## src/design/mtd_pkg.sv

```systemverilog
package mtd_pkg;

  // Field widths
  localparam int unsigned FUNC_W  = 3;
  localparam int unsigned TASK_W  = 3;
  localparam int unsigned TIME_W  = 32;
  localparam int unsigned LIMIT_W = 20;
  localparam int unsigned DB_W    = 4;
  localparam int unsigned NKEYS   = 3;
  localparam int unsigned STATE_W = 3;
  localparam int unsigned CIDX_W  = 3;

  // Function codes of an input word
  localparam logic [FUNC_W-1:0] FN_POLL   = 3'd0;
  localparam logic [FUNC_W-1:0] FN_START  = 3'd1;
  localparam logic [FUNC_W-1:0] FN_FINISH = 3'd2;
  localparam logic [FUNC_W-1:0] FN_FAIL   = 3'd3;
  localparam logic [FUNC_W-1:0] FN_MARK   = 3'd4;

  // Configuration register indexes
  localparam logic [CIDX_W-1:0] CFG_LIM_TWO   = 3'd0;
  localparam logic [CIDX_W-1:0] CFG_LIM_THREE = 3'd1;
  localparam logic [CIDX_W-1:0] CFG_LIM_FOUR  = 3'd2;
  localparam logic [CIDX_W-1:0] CFG_LIM_FIVE  = 3'd3;
  localparam logic [CIDX_W-1:0] CFG_DEBOUNCE  = 3'd4;

  // Configuration reset values
  localparam logic [LIMIT_W-1:0] LIM_TWO_RST   = 20'd20000;
  localparam logic [LIMIT_W-1:0] LIM_THREE_RST = 20'd5000;
  localparam logic [LIMIT_W-1:0] LIM_FOUR_RST  = 20'd8000;
  localparam logic [LIMIT_W-1:0] LIM_FIVE_RST  = 20'd30000;
  localparam logic [DB_W-1:0]    DB_RST        = 4'd10;

  // Key bit positions
  localparam int unsigned KEY_PREV = 0;
  localparam int unsigned KEY_NEXT = 1;
  localparam int unsigned KEY_CONF = 2;

  // Task range
  localparam logic [TASK_W-1:0] TASK_LO  = 3'd2;
  localparam logic [TASK_W-1:0] TASK_HI  = 3'd6;
  localparam logic [TASK_W-1:0] TASK_RST = 3'd2;

  // Reported run state codes
  localparam logic [STATE_W-1:0] RS_INIT    = 3'd0;
  localparam logic [STATE_W-1:0] RS_READY   = 3'd1;
  localparam logic [STATE_W-1:0] RS_RUN     = 3'd2;
  localparam logic [STATE_W-1:0] RS_DONE    = 3'd3;
  localparam logic [STATE_W-1:0] RS_FAULT   = 3'd4;
  localparam logic [STATE_W-1:0] RS_UNAVAIL = 3'd5;

  // Run phase, one-hot
  typedef enum logic [5:0] {
    PH_INIT    = 6'b000001,
    PH_READY   = 6'b000010,
    PH_RUN     = 6'b000100,
    PH_DONE    = 6'b001000,
    PH_FAULT   = 6'b010000,
    PH_UNAVAIL = 6'b100000
  } phase_t;

  typedef struct packed {
    logic [LIMIT_W-1:0] lim_two;
    logic [LIMIT_W-1:0] lim_three;
    logic [LIMIT_W-1:0] lim_four;
    logic [LIMIT_W-1:0] lim_five_six;
    logic [DB_W-1:0]    db_samples;
  } cfg_t;

  typedef struct packed {
    logic [FUNC_W-1:0] func;
    logic [TASK_W-1:0] task_id;
    logic [TIME_W-1:0] now_ms;
    logic [NKEYS-1:0]  key_levels;
    logic              start_permitted;
  } item_t;

  typedef struct packed {
    logic               accepted;
    logic [STATE_W-1:0] run_state;
    logic [TASK_W-1:0]  task_selected;
    logic [TIME_W-1:0]  run_time;
    logic [LIMIT_W-1:0] time_limit;
    logic               on_time;
    logic [NKEYS-1:0]   key_presses;
  } result_t;

  // Control from the run controller to the debouncers
  typedef struct packed {
    logic poll;
    logic load;
    logic commit;
  } key_ctl_t;

  function automatic logic [LIMIT_W-1:0] task_limit(input logic [TASK_W-1:0] t,
                                                    input cfg_t c);
    logic [LIMIT_W-1:0] l;
    l = '0;
    unique case (t)
      3'd2:    l = c.lim_two;
      3'd3:    l = c.lim_three;
      3'd4:    l = c.lim_four;
      3'd5:    l = c.lim_five_six;
      3'd6:    l = c.lim_five_six;
      default: l = '0;
    endcase
    return l;
  endfunction

  function automatic logic [STATE_W-1:0] phase_code(input phase_t p);
    logic [STATE_W-1:0] c;
    c = RS_INIT;
    unique case (p)
      PH_INIT:    c = RS_INIT;
      PH_READY:   c = RS_READY;
      PH_RUN:     c = RS_RUN;
      PH_DONE:    c = RS_DONE;
      PH_FAULT:   c = RS_FAULT;
      PH_UNAVAIL: c = RS_UNAVAIL;
      default:    c = RS_INIT;
    endcase
    return c;
  endfunction

endpackage

```

## src/design/mtd_cfg.sv

```systemverilog
module mtd_cfg (
  input  logic                          clk,
  input  logic                          rst_n,
  input  logic                          wr_en,
  input  logic [mtd_pkg::CIDX_W-1:0]    wr_index,
  input  logic [mtd_pkg::LIMIT_W-1:0]   wr_data,
  output mtd_pkg::cfg_t                 cfg
);
  import mtd_pkg::*;

  cfg_t cfg_r, cfg_nxt;

  // Register bank write decode; unknown indexes are dropped.
  always_comb begin
    cfg_nxt = cfg_r;
    if (wr_en) begin
      unique case (wr_index)
        CFG_LIM_TWO:   cfg_nxt.lim_two      = wr_data;
        CFG_LIM_THREE: cfg_nxt.lim_three    = wr_data;
        CFG_LIM_FOUR:  cfg_nxt.lim_four     = wr_data;
        CFG_LIM_FIVE:  cfg_nxt.lim_five_six = wr_data;
        CFG_DEBOUNCE:  cfg_nxt.db_samples   = wr_data[DB_W-1:0];
        default:       cfg_nxt = cfg_r;
      endcase
    end
  end

  always_ff @(posedge clk) begin
    if (!rst_n) begin
      cfg_r.lim_two      <= LIM_TWO_RST;
      cfg_r.lim_three    <= LIM_THREE_RST;
      cfg_r.lim_four     <= LIM_FOUR_RST;
      cfg_r.lim_five_six <= LIM_FIVE_RST;
      cfg_r.db_samples   <= DB_RST;
    end else begin
      cfg_r <= cfg_nxt;
    end
  end

  assign cfg = cfg_r;

endmodule

```

## src/design/mtd_debounce.sv

```systemverilog
module mtd_debounce (
  input  logic                        clk,
  input  logic                        rst_n,
  input  mtd_pkg::key_ctl_t           ctl,
  input  logic [mtd_pkg::NKEYS-1:0]   key_levels,
  input  logic [mtd_pkg::DB_W-1:0]    db_samples,
  output logic [mtd_pkg::NKEYS-1:0]   presses
);
  import mtd_pkg::*;

  logic [NKEYS-1:0] stable_r, stable_nxt;
  logic [NKEYS-1:0] last_r, last_nxt;
  logic [DB_W-1:0]  cnt_r   [NKEYS];
  logic [DB_W-1:0]  cnt_nxt [NKEYS];
  logic [DB_W-1:0]  cnt_sat [NKEYS];
  logic [NKEYS-1:0] ev;

  // Per-key debounce: a repeated sample counts up to the threshold, then
  // becomes the stable level. A mark-ready word while initializing loads the raw levels directly.
  always_comb begin
    stable_nxt = stable_r;
    last_nxt   = last_r;
    ev         = '0;
    for (int i = 0; i < NKEYS; i++) begin
      cnt_nxt[i] = cnt_r[i];
      cnt_sat[i] = (cnt_r[i] < db_samples) ? cnt_r[i] + 4'd1 : cnt_r[i];
      if (ctl.load) begin
        stable_nxt[i] = key_levels[i];
        last_nxt[i]   = key_levels[i];
        cnt_nxt[i]    = '0;
      end else if (ctl.poll) begin
        if (key_levels[i] != last_r[i]) begin
          last_nxt[i] = key_levels[i];
          cnt_nxt[i]  = '0;
        end else begin
          cnt_nxt[i] = cnt_sat[i];
          if (cnt_sat[i] >= db_samples && key_levels[i] != stable_r[i]) begin
            stable_nxt[i] = key_levels[i];
            ev[i]         = key_levels[i];
          end
        end
      end
    end
  end

  always_ff @(posedge clk) begin
    if (!rst_n) begin
      stable_r <= '0;
      last_r   <= '0;
      for (int i = 0; i < NKEYS; i++) begin
        cnt_r[i] <= '0;
      end
    end else if (ctl.commit) begin
      stable_r <= stable_nxt;
      last_r   <= last_nxt;
      for (int i = 0; i < NKEYS; i++) begin
        cnt_r[i] <= cnt_nxt[i];
      end
    end
  end

  assign presses = ev;

  // A load leaves every key settled with a cleared count.
  a_load_clears: assert property (@(posedge clk) disable iff (!rst_n)
    ctl.commit && ctl.load |=> stable_r == last_r && cnt_r[0] == '0
      && cnt_r[1] == '0 && cnt_r[2] == '0)
    else $error("debounce state not settled after load");

  // No press edge is reported outside a poll word.
  a_edge_only_poll: assert property (@(posedge clk) disable iff (!rst_n)
    !ctl.poll |-> presses == '0)
    else $error("press edge outside poll");

endmodule

```

## src/design/mtd_ctrl.sv

```systemverilog
module mtd_ctrl (
  input  logic                         clk,
  input  logic                         rst_n,
  input  logic                         fire,
  input  mtd_pkg::item_t               item,
  input  mtd_pkg::cfg_t                cfg,
  input  logic [mtd_pkg::NKEYS-1:0]    presses,
  output mtd_pkg::key_ctl_t            key_ctl,
  output mtd_pkg::result_t             res
);
  import mtd_pkg::*;

  phase_t              phase_r, phase_nxt;
  logic [TASK_W-1:0]   task_r, task_nxt;
  logic [TIME_W-1:0]   start_r, start_nxt;
  logic [TIME_W-1:0]   frozen_r, frozen_nxt;
  logic [TIME_W-1:0]   diff;
  logic [TIME_W-1:0]   elapsed;
  logic [LIMIT_W-1:0]  limit;
  logic                busy;
  logic                ok;
  logic                started;
  logic [TASK_W-1:0]   t;

  assign busy = (phase_r == PH_INIT) || (phase_r == PH_RUN);
  assign diff = item.now_ms - start_r;

  // Debouncer control for this word.
  assign key_ctl.poll   = (item.func == FN_POLL);
  assign key_ctl.load   = (item.func == FN_MARK) && (phase_r == PH_INIT);
  assign key_ctl.commit = fire;

  // Guarded phase transitions for one word.
  always_comb begin
    phase_nxt  = phase_r;
    task_nxt   = task_r;
    start_nxt  = start_r;
    frozen_nxt = frozen_r;
    ok         = 1'b0;
    started    = 1'b0;
    t          = task_r;
    unique case (item.func)
      FN_POLL: begin
        if (!busy) begin
          if (presses[KEY_PREV]) begin
            t          = (t <= TASK_LO) ? TASK_HI : t - 3'd1;
            phase_nxt  = PH_READY;
            frozen_nxt = '0;
          end
          if (presses[KEY_NEXT]) begin
            t          = (t >= TASK_HI) ? TASK_LO : t + 3'd1;
            phase_nxt  = PH_READY;
            frozen_nxt = '0;
          end
          task_nxt = t;
          if (presses[KEY_CONF] && task_limit(t, cfg) != '0) begin
            frozen_nxt = '0;
            if (item.start_permitted) begin
              start_nxt = item.now_ms;
              phase_nxt = PH_RUN;
              ok        = 1'b1;
              started   = 1'b1;
            end else begin
              phase_nxt = PH_UNAVAIL;
            end
          end
        end
      end
      FN_START: begin
        if (!busy && task_limit(item.task_id, cfg) != '0) begin
          task_nxt   = item.task_id;
          frozen_nxt = '0;
          if (item.start_permitted) begin
            start_nxt = item.now_ms;
            phase_nxt = PH_RUN;
            ok        = 1'b1;
            started   = 1'b1;
          end else begin
            phase_nxt = PH_UNAVAIL;
          end
        end
      end
      FN_FINISH, FN_FAIL: begin
        if (phase_r == PH_RUN && task_r == item.task_id) begin
          frozen_nxt = diff;
          phase_nxt  = (item.func == FN_FINISH) ? PH_DONE : PH_FAULT;
          ok         = 1'b1;
        end
      end
      FN_MARK: begin
        if (phase_r == PH_INIT) begin
          phase_nxt = PH_READY;
          ok        = 1'b1;
        end
      end
      default: begin
        phase_nxt = phase_r;
      end
    endcase
  end

  // Snapshot after the update.
  always_comb begin
    if (phase_nxt == PH_RUN) begin
      elapsed = started ? '0 : diff;
    end else begin
      elapsed = frozen_nxt;
    end
    limit = task_limit(task_nxt, cfg);
    res.accepted      = ok;
    res.run_state     = phase_code(phase_nxt);
    res.task_selected = task_nxt;
    res.run_time      = elapsed;
    res.time_limit    = limit;
    res.on_time       = (phase_nxt == PH_DONE)
                        && (elapsed <= {{(TIME_W-LIMIT_W){1'b0}}, limit});
    res.key_presses   = presses;
  end

  always_ff @(posedge clk) begin
    if (!rst_n) begin
      phase_r  <= PH_INIT;
      task_r   <= TASK_RST;
      start_r  <= '0;
      frozen_r <= '0;
    end else if (fire) begin
      phase_r  <= phase_nxt;
      task_r   <= task_nxt;
      start_r  <= start_nxt;
      frozen_r <= frozen_nxt;
    end
  end

  // A rejected mark-ready leaves the phase alone.
  a_mark_rejected: assert property (@(posedge clk) disable iff (!rst_n)
    fire && item.func == FN_MARK && phase_r != PH_INIT |=> phase_r == $past(phase_r))
    else $error("rejected mark-ready changed the phase");

  // An accepted start runs from the word's time.
  a_start_runs: assert property (@(posedge clk) disable iff (!rst_n)
    fire && item.func == FN_START && ok |=> phase_r == PH_RUN
      && start_r == $past(item.now_ms))
    else $error("accepted start did not begin a run");

  // A run always belongs to a real task.
  a_run_task: assert property (@(posedge clk) disable iff (!rst_n)
    phase_r == PH_RUN |-> task_r >= TASK_LO && task_r <= TASK_HI)
    else $error("running on a task outside the menu");

endmodule

```

## src/design/menu_run_timer_with_debounce.sv

```systemverilog
// Channel  Handshake                 Payload
// in       in_valid / in_stall       func, task_id, now_ms, key_levels, start_permitted
// out      out_valid / out_stall     accepted, run_state, task_selected, run_time,
//                                    time_limit, on_time, key_presses
// cfg      cfg_valid / cfg_ready     cfg_index, cfg_data
//
// One word per cycle unless the result stalls; words pass the input and result registers.
// The work for a word is one pass of logic between the input register and the
// result register, set by the debounce compare, the menu step and the limit compare.
// Synchronous reset puts the timer in initializing with all keys released.
// A stalled result holds; the input stage stalls only while it is full behind it.
module menu_run_timer_with_debounce (
  input  logic                          clk,
  input  logic                          rst_n,
  input  logic                          in_valid,
  output logic                          in_stall,
  input  logic [mtd_pkg::FUNC_W-1:0]    in_func,
  input  logic [mtd_pkg::TASK_W-1:0]    in_task_id,
  input  logic [mtd_pkg::TIME_W-1:0]    in_now_ms,
  input  logic [mtd_pkg::NKEYS-1:0]     in_key_levels,
  input  logic                          in_start_permitted,
  output logic                          out_valid,
  input  logic                          out_stall,
  output logic                          out_accepted,
  output logic [mtd_pkg::STATE_W-1:0]   out_run_state,
  output logic [mtd_pkg::TASK_W-1:0]    out_task_selected,
  output logic [mtd_pkg::TIME_W-1:0]    out_run_time,
  output logic [mtd_pkg::LIMIT_W-1:0]   out_time_limit,
  output logic                          out_on_time,
  output logic [mtd_pkg::NKEYS-1:0]     out_key_presses,
  input  logic                          cfg_valid,
  output logic                          cfg_ready,
  input  logic [mtd_pkg::CIDX_W-1:0]    cfg_index,
  input  logic [mtd_pkg::LIMIT_W-1:0]   cfg_data
);
  import mtd_pkg::*;

  logic      s1_valid_r, s1_valid_nxt;
  item_t     s1_item_r;
  item_t     in_item;
  logic      out_valid_r, out_valid_nxt;
  result_t   out_res_r;
  result_t   res;
  logic      out_hold;
  logic      fire;
  cfg_t      cfg;
  key_ctl_t  key_ctl;
  logic [NKEYS-1:0] presses;

  // Handshake between stages.
  assign out_hold  = out_valid_r && out_stall;
  assign fire      = s1_valid_r && !out_hold;
  assign in_stall  = s1_valid_r && out_hold;
  assign cfg_ready = 1'b1;

  assign in_item.func            = in_func;
  assign in_item.task_id         = in_task_id;
  assign in_item.now_ms          = in_now_ms;
  assign in_item.key_levels      = in_key_levels;
  assign in_item.start_permitted = in_start_permitted;

  assign s1_valid_nxt  = in_stall ? s1_valid_r : in_valid;
  assign out_valid_nxt = out_hold ? out_valid_r : s1_valid_r;

  // Input register.
  always_ff @(posedge clk) begin
    if (!rst_n) begin
      s1_valid_r <= 1'b0;
    end else begin
      s1_valid_r <= s1_valid_nxt;
    end
  end

  always_ff @(posedge clk) begin
    if (in_valid && !in_stall) begin
      s1_item_r <= in_item;
    end
  end

  // Result register.
  always_ff @(posedge clk) begin
    if (!rst_n) begin
      out_valid_r <= 1'b0;
    end else begin
      out_valid_r <= out_valid_nxt;
    end
  end

  always_ff @(posedge clk) begin
    if (fire) begin
      out_res_r <= res;
    end
  end

  mtd_cfg u_cfg (
    .clk      (clk),
    .rst_n    (rst_n),
    .wr_en    (cfg_valid && cfg_ready),
    .wr_index (cfg_index),
    .wr_data  (cfg_data),
    .cfg      (cfg)
  );

  mtd_debounce u_debounce (
    .clk        (clk),
    .rst_n      (rst_n),
    .ctl        (key_ctl),
    .key_levels (s1_item_r.key_levels),
    .db_samples (cfg.db_samples),
    .presses    (presses)
  );

  mtd_ctrl u_ctrl (
    .clk     (clk),
    .rst_n   (rst_n),
    .fire    (fire),
    .item    (s1_item_r),
    .cfg     (cfg),
    .presses (presses),
    .key_ctl (key_ctl),
    .res     (res)
  );

  assign out_valid         = out_valid_r;
  assign out_accepted      = out_res_r.accepted;
  assign out_run_state     = out_res_r.run_state;
  assign out_task_selected = out_res_r.task_selected;
  assign out_run_time      = out_res_r.run_time;
  assign out_time_limit    = out_res_r.time_limit;
  assign out_on_time       = out_res_r.on_time;
  assign out_key_presses   = out_res_r.key_presses;

endmodule

```

## config.mk

```make
export PLATFORM = sky130hd
export DESIGN_NAME = menu_run_timer_with_debounce
export DESIGN_NICKNAME = d
export VERILOG_FILES = /design/src/design/mtd_pkg.sv /design/src/design/mtd_cfg.sv /design/src/design/mtd_debounce.sv /design/src/design/mtd_ctrl.sv /design/src/design/menu_run_timer_with_debounce.sv
export SDC_FILE = /design/constraint.sdc
export NUM_CORES = 1
export LEC_CHECK = 0
export ABC_AREA = 1
export BUFFER_PORTS_ARGS = -buffer_cell sky130_fd_sc_hd__buf_2
export CELL_PAD_IN_SITES_DETAIL_PLACEMENT = 1
export CELL_PAD_IN_SITES_GLOBAL_PLACEMENT = 2
export CORE_MARGIN = 2
export CORE_UTILIZATION = 25
export DETAILED_ROUTE_END_ITERATION = 16
export HOLD_SLACK_MARGIN = 0.05
export PLACE_DENSITY_LB_ADDON = 0.1
export SETUP_SLACK_MARGIN = 0.3
export SLEW_MARGIN = 30
export SYNTH_ARGS = -nofsm -noshare
export SYNTH_HDL_FRONTEND = slang
export SYNTH_SLANG_ARGS = --single-unit
```

## constraint.sdc

```tcl
create_clock -name clk -period 18.72 [get_ports clk]
set_clock_uncertainty 0.05 [all_clocks]
set_input_delay 1.872 -clock clk [delete_from_list [all_inputs] [get_ports clk]]
set_output_delay 1.872 -clock clk [all_outputs]
set_load 0.01 [all_outputs]
```

# Word level (Yosys, flattened, before mapping)
# Memories as Yosys holds them, arrays and structs flattened.
# Index checks and enable logic that the tools add are counted.
# word_totals
ff_bits	270
latchBits	0
ramBits	12
rom_bits	0
memories	1
# memory_table
memory	depth	width	read_ports	rd_clocked_by_memory_dff	write_ports	line_no	text
u_debounce.cnt_r	3	4	3	0	3	mtd_debounce.sv:13	logic [DB_W-1:0] cnt_r [NKEYS];
# classes
n_addsub	6
n_mul	0
div_mod_pow	0
n_lt_le_gt_ge	9
n_eq_ne	43
shifts	0
muxes	102
n_bitwise	3
n_reduce_logical	44
# ops
operator	count
32-bit two-way mux	12
20-bit case mux with 4 select lines	3
32-bit case mux with 3 select lines	1
32-bit case mux with 2 select lines	1
20-bit two-way mux	3
4-bit two-way mux	15
6-bit two-way mux	8
1-bit two-way mux	43
20-bit nonzero test	2
3-bit equality test (second input constant)	11
32-bit by 20-bit <= comparator with 1-bit output	1
32-bit subtractor	1
3-bit by 2-bit equality test with 1-bit output (second input constant)	10
3-bit two-way mux	10
6-bit case mux with 4 select lines	1
2-bit nonzero test	8
3-bit case mux with 5 select lines	1
4-bit by 1-bit adder with 4-bit output (second input constant)	3
6-bit by 3-bit equality test with 1-bit output (second input constant)	2
4-bit >= comparator	3
1-bit logical AND	12
4-bit < comparator	3
4-bit AND reduction	3
2-bit AND reduction	5
25 further kinds	45

# Logic depth before layout (Yosys ltp)
# Gate-level depths: netlist (run 1).
# An unclocked memory read counts as a cell.
# depth
ltp_word	31
depth_mapped	53
ltp_nobuf	52

# Cells and area by module
# Synthesis (run 1) repeated with hierarchy kept, for this count alone.
# hier_totals
cells_unflattened	2056
area_unflattened_um2	15737.6
# by_module_without_submodules
module	n_inst	cells_each	area_per_inst_um2	seq_area_each_um2
mtd_ctrl	1	1267	7646.1	1461.4
mtd_cfg	1	468	3313.2	1681.6
menu_run_timer_with_debounce	1	120	3259.4	3193.1
mtd_debounce	1	201	1519.0	480.5

# Worst setup path after synthesis (run 1)
# No wires, ideal clock.
# synth_path
path_type	register -> register
start	memory u_debounce.cnt_r[0][1]
end	register out_res_r (netlist bit out_on_time), data pin
setup_ns	0.138
arrival_time_ns	5.726
required_time_ns	18.532
path_slack_ns	12.806
path_stages_with_launch	46
cell_sequence	edfxtp_1 -> ha_1 -> o21a_1 -> o211ai_1 -> nand2_1 -> nor3b_1 -> xor2_1 -> inv_1 -> ha_1 -> a21oi_1 -> nand3_1 -> nand3_2 -> nand2_2 -> nand2_4 -> inv_1 -> ha_1 -> inv_1 -> nand3_1 -> [... 10 more ...] -> nor2_2 -> nand2_2 -> buf_2 -> o31ai_1 -> ha_1 -> a21oi_1 -> o21ai_0 -> nand2_1 -> o211ai_1 -> nand2_1 -> o2111ai_1 -> a221oi_1 -> a41oi_1 -> nor2_1 -> nand3_1 -> nor2_1 -> nand3_1 -> nor2_1
# synth_rtl
item	line_no	text
from (decl)	mtd_debounce.sv:13	
to (signal assigned)	menu_run_timer_with_debounce.sv:91	out_res_r <= res;
to (decl)	menu_run_timer_with_debounce.sv:42	result_t out_res_r;

==> reports/metrics.cfg, run 1 <==
[run_status]
status = completed

[cts]
htreeDepth = 2
cts_buffers = 38
ctsHoldBuffers = 0
root_buffer = clkbuf_16
post_cts_buffers = 0
clkSinkCount = 282
cts_resized = 0
clk_latency_ns = 0.56
path_clk_slew_ns = 0.05
cts_buffer_depth = 3
cts_tree = yes

[grt]
overflow = 0
grt_pass1_wl_mm = 78.6
antenna_found_initial = 2
grt_pass1_vias = 13068
grt_usage = 0.168
grt_max_degree = 72

[power_and_ir_drop]
ir_worst_vdd_v = 0.0000502
total_power_w = 0.00165
leakage_nw = 7.72
p_per_area_nw_per_um2 = 94.3

[routing]
drtIter0Drc = 489
top_layer = met4
firstDrtPassIters = 5
wl_met1_mm = 24.1
wl_met3_mm = 1.69
wl_met2_mm = 24.2
routed_wl_mm = 51.1
dr_total_vias = 12625
routed_via_density = 4.62
final_antenna_net_count = 0
route.detailed.drc = 0
wl_per_cell_um = 18.7

[cells_and_area]
drive_above_1_share = 0.126
fin_nets = 2080
antenna_cells = 0
area_delta_synth_final_pct = 18.1
fill_cells = 6993
final_util = 0.298
stdcell_count = 2732

[setup_path]
cp_common_cell = nand3_1
r2r_slack_ns = 10.99
r2r_cells = 45
worstPathRequired_ns = 19.07
end_kind = register
cp-start-kind = register
worstReg2RegStart = u_cfg.cfg[1]$_SDFFE_PN1P_
timing.rr.end = out_on_time$_DFFE_PP_
path_max_fanout = 28
crit_type = register to register
crit_slowest_cell = o31ai_1
worstPathArrival_ns = 8.08
slowest_delay_ns = 0.86

[floorplanning]
die_area_um2 = 61300
die_w_um = 248
num_rows = 89
core_um2 = 58800
initial_core_util = 0.252
pin_count = 136
die_h_um = 248

[yosys]
yosysMostFrequentCell = inv_1
synth_fp_nets = 1956
synth_cell_type_count = 61
synthTopCellsByArea = edfxtp_1 24%, dfxtp_1 22%, inv_1 7.5%
yosysTopAreaCell = edfxtp_1
yosysTopAreaCellShare = 0.237
netlist_area_um2 = 14800
syn_inst = 1806
synthTopCellsByCount = 297 x inv_1, 255 x nand2_1, 176 x a21oi_1
async_flop_share = 0
avgSynthCellArea_um2 = 8.21
synth_edf_count = 117
yosys_warnings = 0
ys_seq_elements = 282
ys.flop_type = dfxtp_1
ys_seq_area_frac = 0.460

[place]
dp_hpwl_mm = 38.0
dp_worst_setup_slack_ns = 10.92
place_inst = 2663
globalplace.congestion = 0.782
io_buffers = 134

[worst_hold_path]
holdPathStages = 2
hold_path_end = u_ctrl.start_r[17]$_SDFFE_PN0P_
min_from = u_ctrl.start_r[17]$_SDFFE_PN0P_
min_path_type = register to register

[timing]
tns_ns = 0
fmax_ghz = 0.129
hold_violations = 0
period_needed_ns = 7.73
slew_headroom = 0.413
rsz0062_at_grt = false
setup_violations = 0
worst_pin_slew_ns = 0.881
finalCritPeriodShare = 0.413
setup_ws_ns = 10.99
final_max_slew_viol_count = 0

[run]
maxCapViolCount = 0

==> where the power goes <==
| group | switching (W) | internal [W] | total (W) |
|---|---|---|---|
| clock network | 0.000293 | 0.000422 | 0.000716 |
| logic | 0.000165 | 0.0000779 | 0.000243 |
| registers | 0.0000180 | 0.000675 | 0.000693 |
| total | 0.000476 | 0.00117 | 0.00165 |
==> routing by layer <==
layer  up-vias  global-route usage
met1      6065               0.222
met3        56              0.0238
li1       6328                   -
met4         0              0.0467
met2       176               0.286
met5         -                   0
==> critical path: cells and delay by family (launching register included) <==
kind                     cells  cell delay [ns]
buffers and inverters        5             0.52
AND/OR/NAND/NOR             27             3.48
adder cells (fa/ha/maj)      4             1.15
XOR/XNOR                     1             0.22
flip-flops                   1             0.29
AO/OA/AOI/OAI                8             1.84
==> logic make-up (layout without fill, tap and decap cells) <==
kind of cell | after synthesis | after routing | synth area share
compound gates | 491 | 491 | 0.189
xor+xnor | 42 | 42 | 0.0253
fa+ha+maj | 80 | 80 | 0.0680
buf+inv | 364 | 517 | 0.0940
flops | 282 | 282 | 0.460
other cells | 1 | 1 | 0.000253
simple gates | 546 | 546 | 0.163
==> metrics by stage <==
| step | cell area [um^2] | hold slack (ns) |
|---|---|---|
| floorplan | 14800 | 0.383 |
| global placement | 16300 | 0.393 |
| detailed placement | 16300 | 0.402 |
| CTS | 17500 | 0.410 |
| global route | 17500 | 0.418 |
| finish | 17500 | 0.406 |
==> area by class of cell <==
class	count	area (um^2)	share of cell area
sequential	282	6820	0.389
multi-input combinational	1160	6640	0.379
inverter	304	1140	0.0653
clock buffer	46	1000	0.0573
tap	773	967	0.0552
timing repair buffer	144	748	0.0427
clock inverter	23	190	0.0109
==> how the worst max path moves through the flow <==
| stage | startpoint | endpoint | depth (start not counted) |
|---|---|---|---|
| 4_1_cts | u_cfg.cfg[1]$_SDFFE_PN1P_ | out_on_time$_DFFE_PP_ | 45 |
| 5_1_grt | u_cfg.cfg[1]$_SDFFE_PN1P_ | out_on_time$_DFFE_PP_ | 46 |
| 2_1_floorplan | u_debounce.cnt_r[0][1]$_SDFFCE_PP0P_ | out_on_time$_DFFE_PP_ | 45 |
| 6_report | u_cfg.cfg[1]$_SDFFE_PN1P_ | out_on_time$_DFFE_PP_ | 45 |
| 3_5_place_dp | u_cfg.cfg[1]$_SDFFE_PN1P_ | out_on_time$_DFFE_PP_ | 45 |
| 3_3_place_gp | u_cfg.cfg[1]$_SDFFE_PN1P_ | out_on_time$_DFFE_PP_ | 45 |
==> flip-flops by register name, indices dropped and copies added, names as in the netlist <==
register,cells
u_cfg.cfg,84
s1_item_r,42
out_run_time,32
u_ctrl.frozen_r,32
u_ctrl.start_r,32
out_time_limit,20
u_debounce.cnt_r,12
u_ctrl.phase_r,6
out_key_presses,3
out_run_state,3
out_task_selected,3
u_ctrl.task_r,3
u_debounce.last_r,3
u_debounce.stable_r,3
out_accepted,1
out_on_time,1
out_valid,1
s1_valid_r,1
==> placed cells by master, fill, tap and decap left out, drive strengths merged, types with 16 or more instances in the layout <==
cell,netlist,final
ha,79,79
clkbuf,48,46
nor3,16,16
nand3,62,62
nand2,271,271
clkinv,3,21
xor2,27,27
nor2,150,150
o22ai,23,23
inv,301,301
o21a,16,16
o211ai,40,40
a21oi,177,177
edfxtp,117,117
nand4,25,25
o21ai,177,177
buf,12,144
dfxtp,165,165
Note: power is estimated with default switching activity, not from simulation.
==> inputs of run 2 (changes only) <==
clock period = 6.8 ns   (was 18.72 ns; I/O delays follow)
==> reports/metrics.cfg, run 2 (synthesis gave the netlist of run 1 again) <==
[worst_hold_path]
min_path_type = input port to register

[timing]
rsz0062_at_grt = true
setup_violations = 0
hold_violations = 0
holdWs_ns = 0.233
period_needed_ns = 6.51
worst_pin_slew_ns = 0.913
final_max_slew_viol_count = 0
fmax_ghz = 0.154
slew_headroom = 0.391
finalCritPeriodShare = 0.957

[routing]
routed_via_density = 4.61
drtIter0Drc = 526
dr_total_vias = 12875
firstDrtPassIters = 6
final_antenna_net_count = 0
route.detailed.drc = 0
wl_per_cell_um = 18.6
routed_wl_mm = 51.9

[setup_path]
crit_slowest_cell = edfxtp_1
r2r_cells = 41
path_max_fanout = 20
worstPathArrival_ns = 6.89
timing.rr.end = out_on_time$_DFFE_PP_
crit_path_start = u_debounce.cnt_r[0][1]$_SDFFCE_PP0P_
slowest_delay_ns = 0.38
cp-start-kind = register
cp_common_cell = nor2_2
crit_path_end = out_on_time$_DFFE_PP_
worstPathRequired_ns = 7.18
r2r_slack_ns = 0.29
worstReg2RegStart = u_debounce.cnt_r[0][1]$_SDFFCE_PP0P_
end_kind = register
crit_type = register to register

[cells_and_area]
layout_commonest_cell = inv_1
antenna_cells = 0
stdcell_count = 2794
most-common-layout-cells = 292 x inv_1, 237 x nand2_1, 170 x a21oi_1
largest_reg_flops = 84
area_delta_synth_final_pct = 26.2
drive_above_1_share = 0.194
fin_nets = 2142
final_util = 0.318

[cts]
htreeDepth = 2
cts_buffers = 37
cts_tree = yes
path_clk_slew_ns = 0.06
ctsHoldBuffers = 0
root_buffer = clkbuf_16
clk_latency_ns = 0.58
clkSinkCount = 282
cts_buffer_depth = 3

[power_and_ir_drop]
p_per_area_nw_per_um2 = 255
leakage_nw = 8.22
ir_worst_vdd_v = 0.000147

[floorplanning]
die_w_um = 248
core_um2 = 58800
initial_core_util = 0.252
num_rows = 89
pin_count = 136
die_area_um2 = 61300
die_h_um = 248

[grt]
grt_pass1_vias = 13514
antenna_found_initial = 0
grt_pass1_wl_mm = 79.3
grt_max_degree = 80
overflow = 0
grt_usage = 0.170

[place]
place_inst = 2701
dp_hpwl_mm = 38.3
io_buffers = 134
globalplace.congestion = 0.812

[run_status]
status = completed

[run]
maxCapViolCount = 0

-- run 2: cell types whose count changed in the layout (fill, tap and decap cells not counted), moves of 7 or more --
cell	before	now
ha_1	79	70
nand3_1	54	47
nand2_2	14	24
nand3_4	1	8
o31ai_1	8	1
buf_4	11	64
nand2_1	254	237
ha_4	0	7
o21ai_0	170	162
-- run 2: metrics by stage --
stage / cell area (um^2) / worst slack (ns) / power [W] / setup TNS (ns)
floorplan: 14800 / 0.886 / 0.00237 / 0
global placement: 16600 / 0.0307 / 0.00265 / 0
detailed placement: 16600 / -0.206 / 0.00266 / -0.206
CTS: 18300 / 0.312 / 0.00483 / 0
global route: 18700 / -0.208 / 0.00503 / -0.208
finish: 18700 / 0.291 / 0.00477 / 0
-- run 2: how the worst min path moves through the flow --
stage                                         start                         endpoint  depth (start not counted)
global route                           in_now_ms[9]          s1_item_r[13]$_DFFE_PP_                          1
finish                                in_now_ms[24]          s1_item_r[28]$_DFFE_PP_                          1
floorplan           u_ctrl.start_r[10]$_SDFFE_PN0P_  u_ctrl.start_r[10]$_SDFFE_PN0P_                          2
global placement    u_ctrl.start_r[23]$_SDFFE_PN0P_  u_ctrl.start_r[23]$_SDFFE_PN0P_                          2
CTS                                      in_func[2]          s1_item_r[41]$_DFFE_PP_                          1
detailed placement  u_ctrl.start_r[27]$_SDFFE_PN0P_  u_ctrl.start_r[27]$_SDFFE_PN0P_                          2
-- run 2: final cells by class --
class                           instances  area (um^2)
Clock inverter                         22          282
Sequential cell                       282         6820
Fill cell                            6966        40100
Multi-Input combinational cell       1161         7190
Inverter                              304         1150
Clock buffer                           46         1000
Timing Repair Buffer                  206         1310
Tap cell                              773          967
-- run 2: worst max-delay path: cells and delay by family, from the launching register on --
kind / cells / cell delay [ns]
xor gates and xnor gates: 1 / 0.21
buffers and inverters: 5 / 0.63
adders and majority gates: 4 / 1.15
and+or+nand+nor: 25 / 3.01
DFF: 1 / 0.38
AOI/OAI and AO/OA: 6 / 0.92
-- run 2: power by group --
group	switching, W	total (W)	internal, W
clock network	0.000827	0.00208	0.00125
registers	0.0000452	0.00190	0.00186
logic	0.000511	0.000794	0.000284
-- run 2: repair_timing --
item,4_1_cts,5_1_grt
cloned,2,0
endpoints found under the hold margin,0,0
pin swaps,21,36
buffers inserted,13,10
gates resized for setup,52,78
endpoints found under the setup margin,1,1
-- run 2: routing by layer --
metal,up-vias,share of wire,global-route usage
met2,158,0.49,0.294
li1,6469,-,-
met4,0,0.019,0.0444
met3,58,0.033,0.0261
met5,-,0,0
met1,6190,0.46,0.220
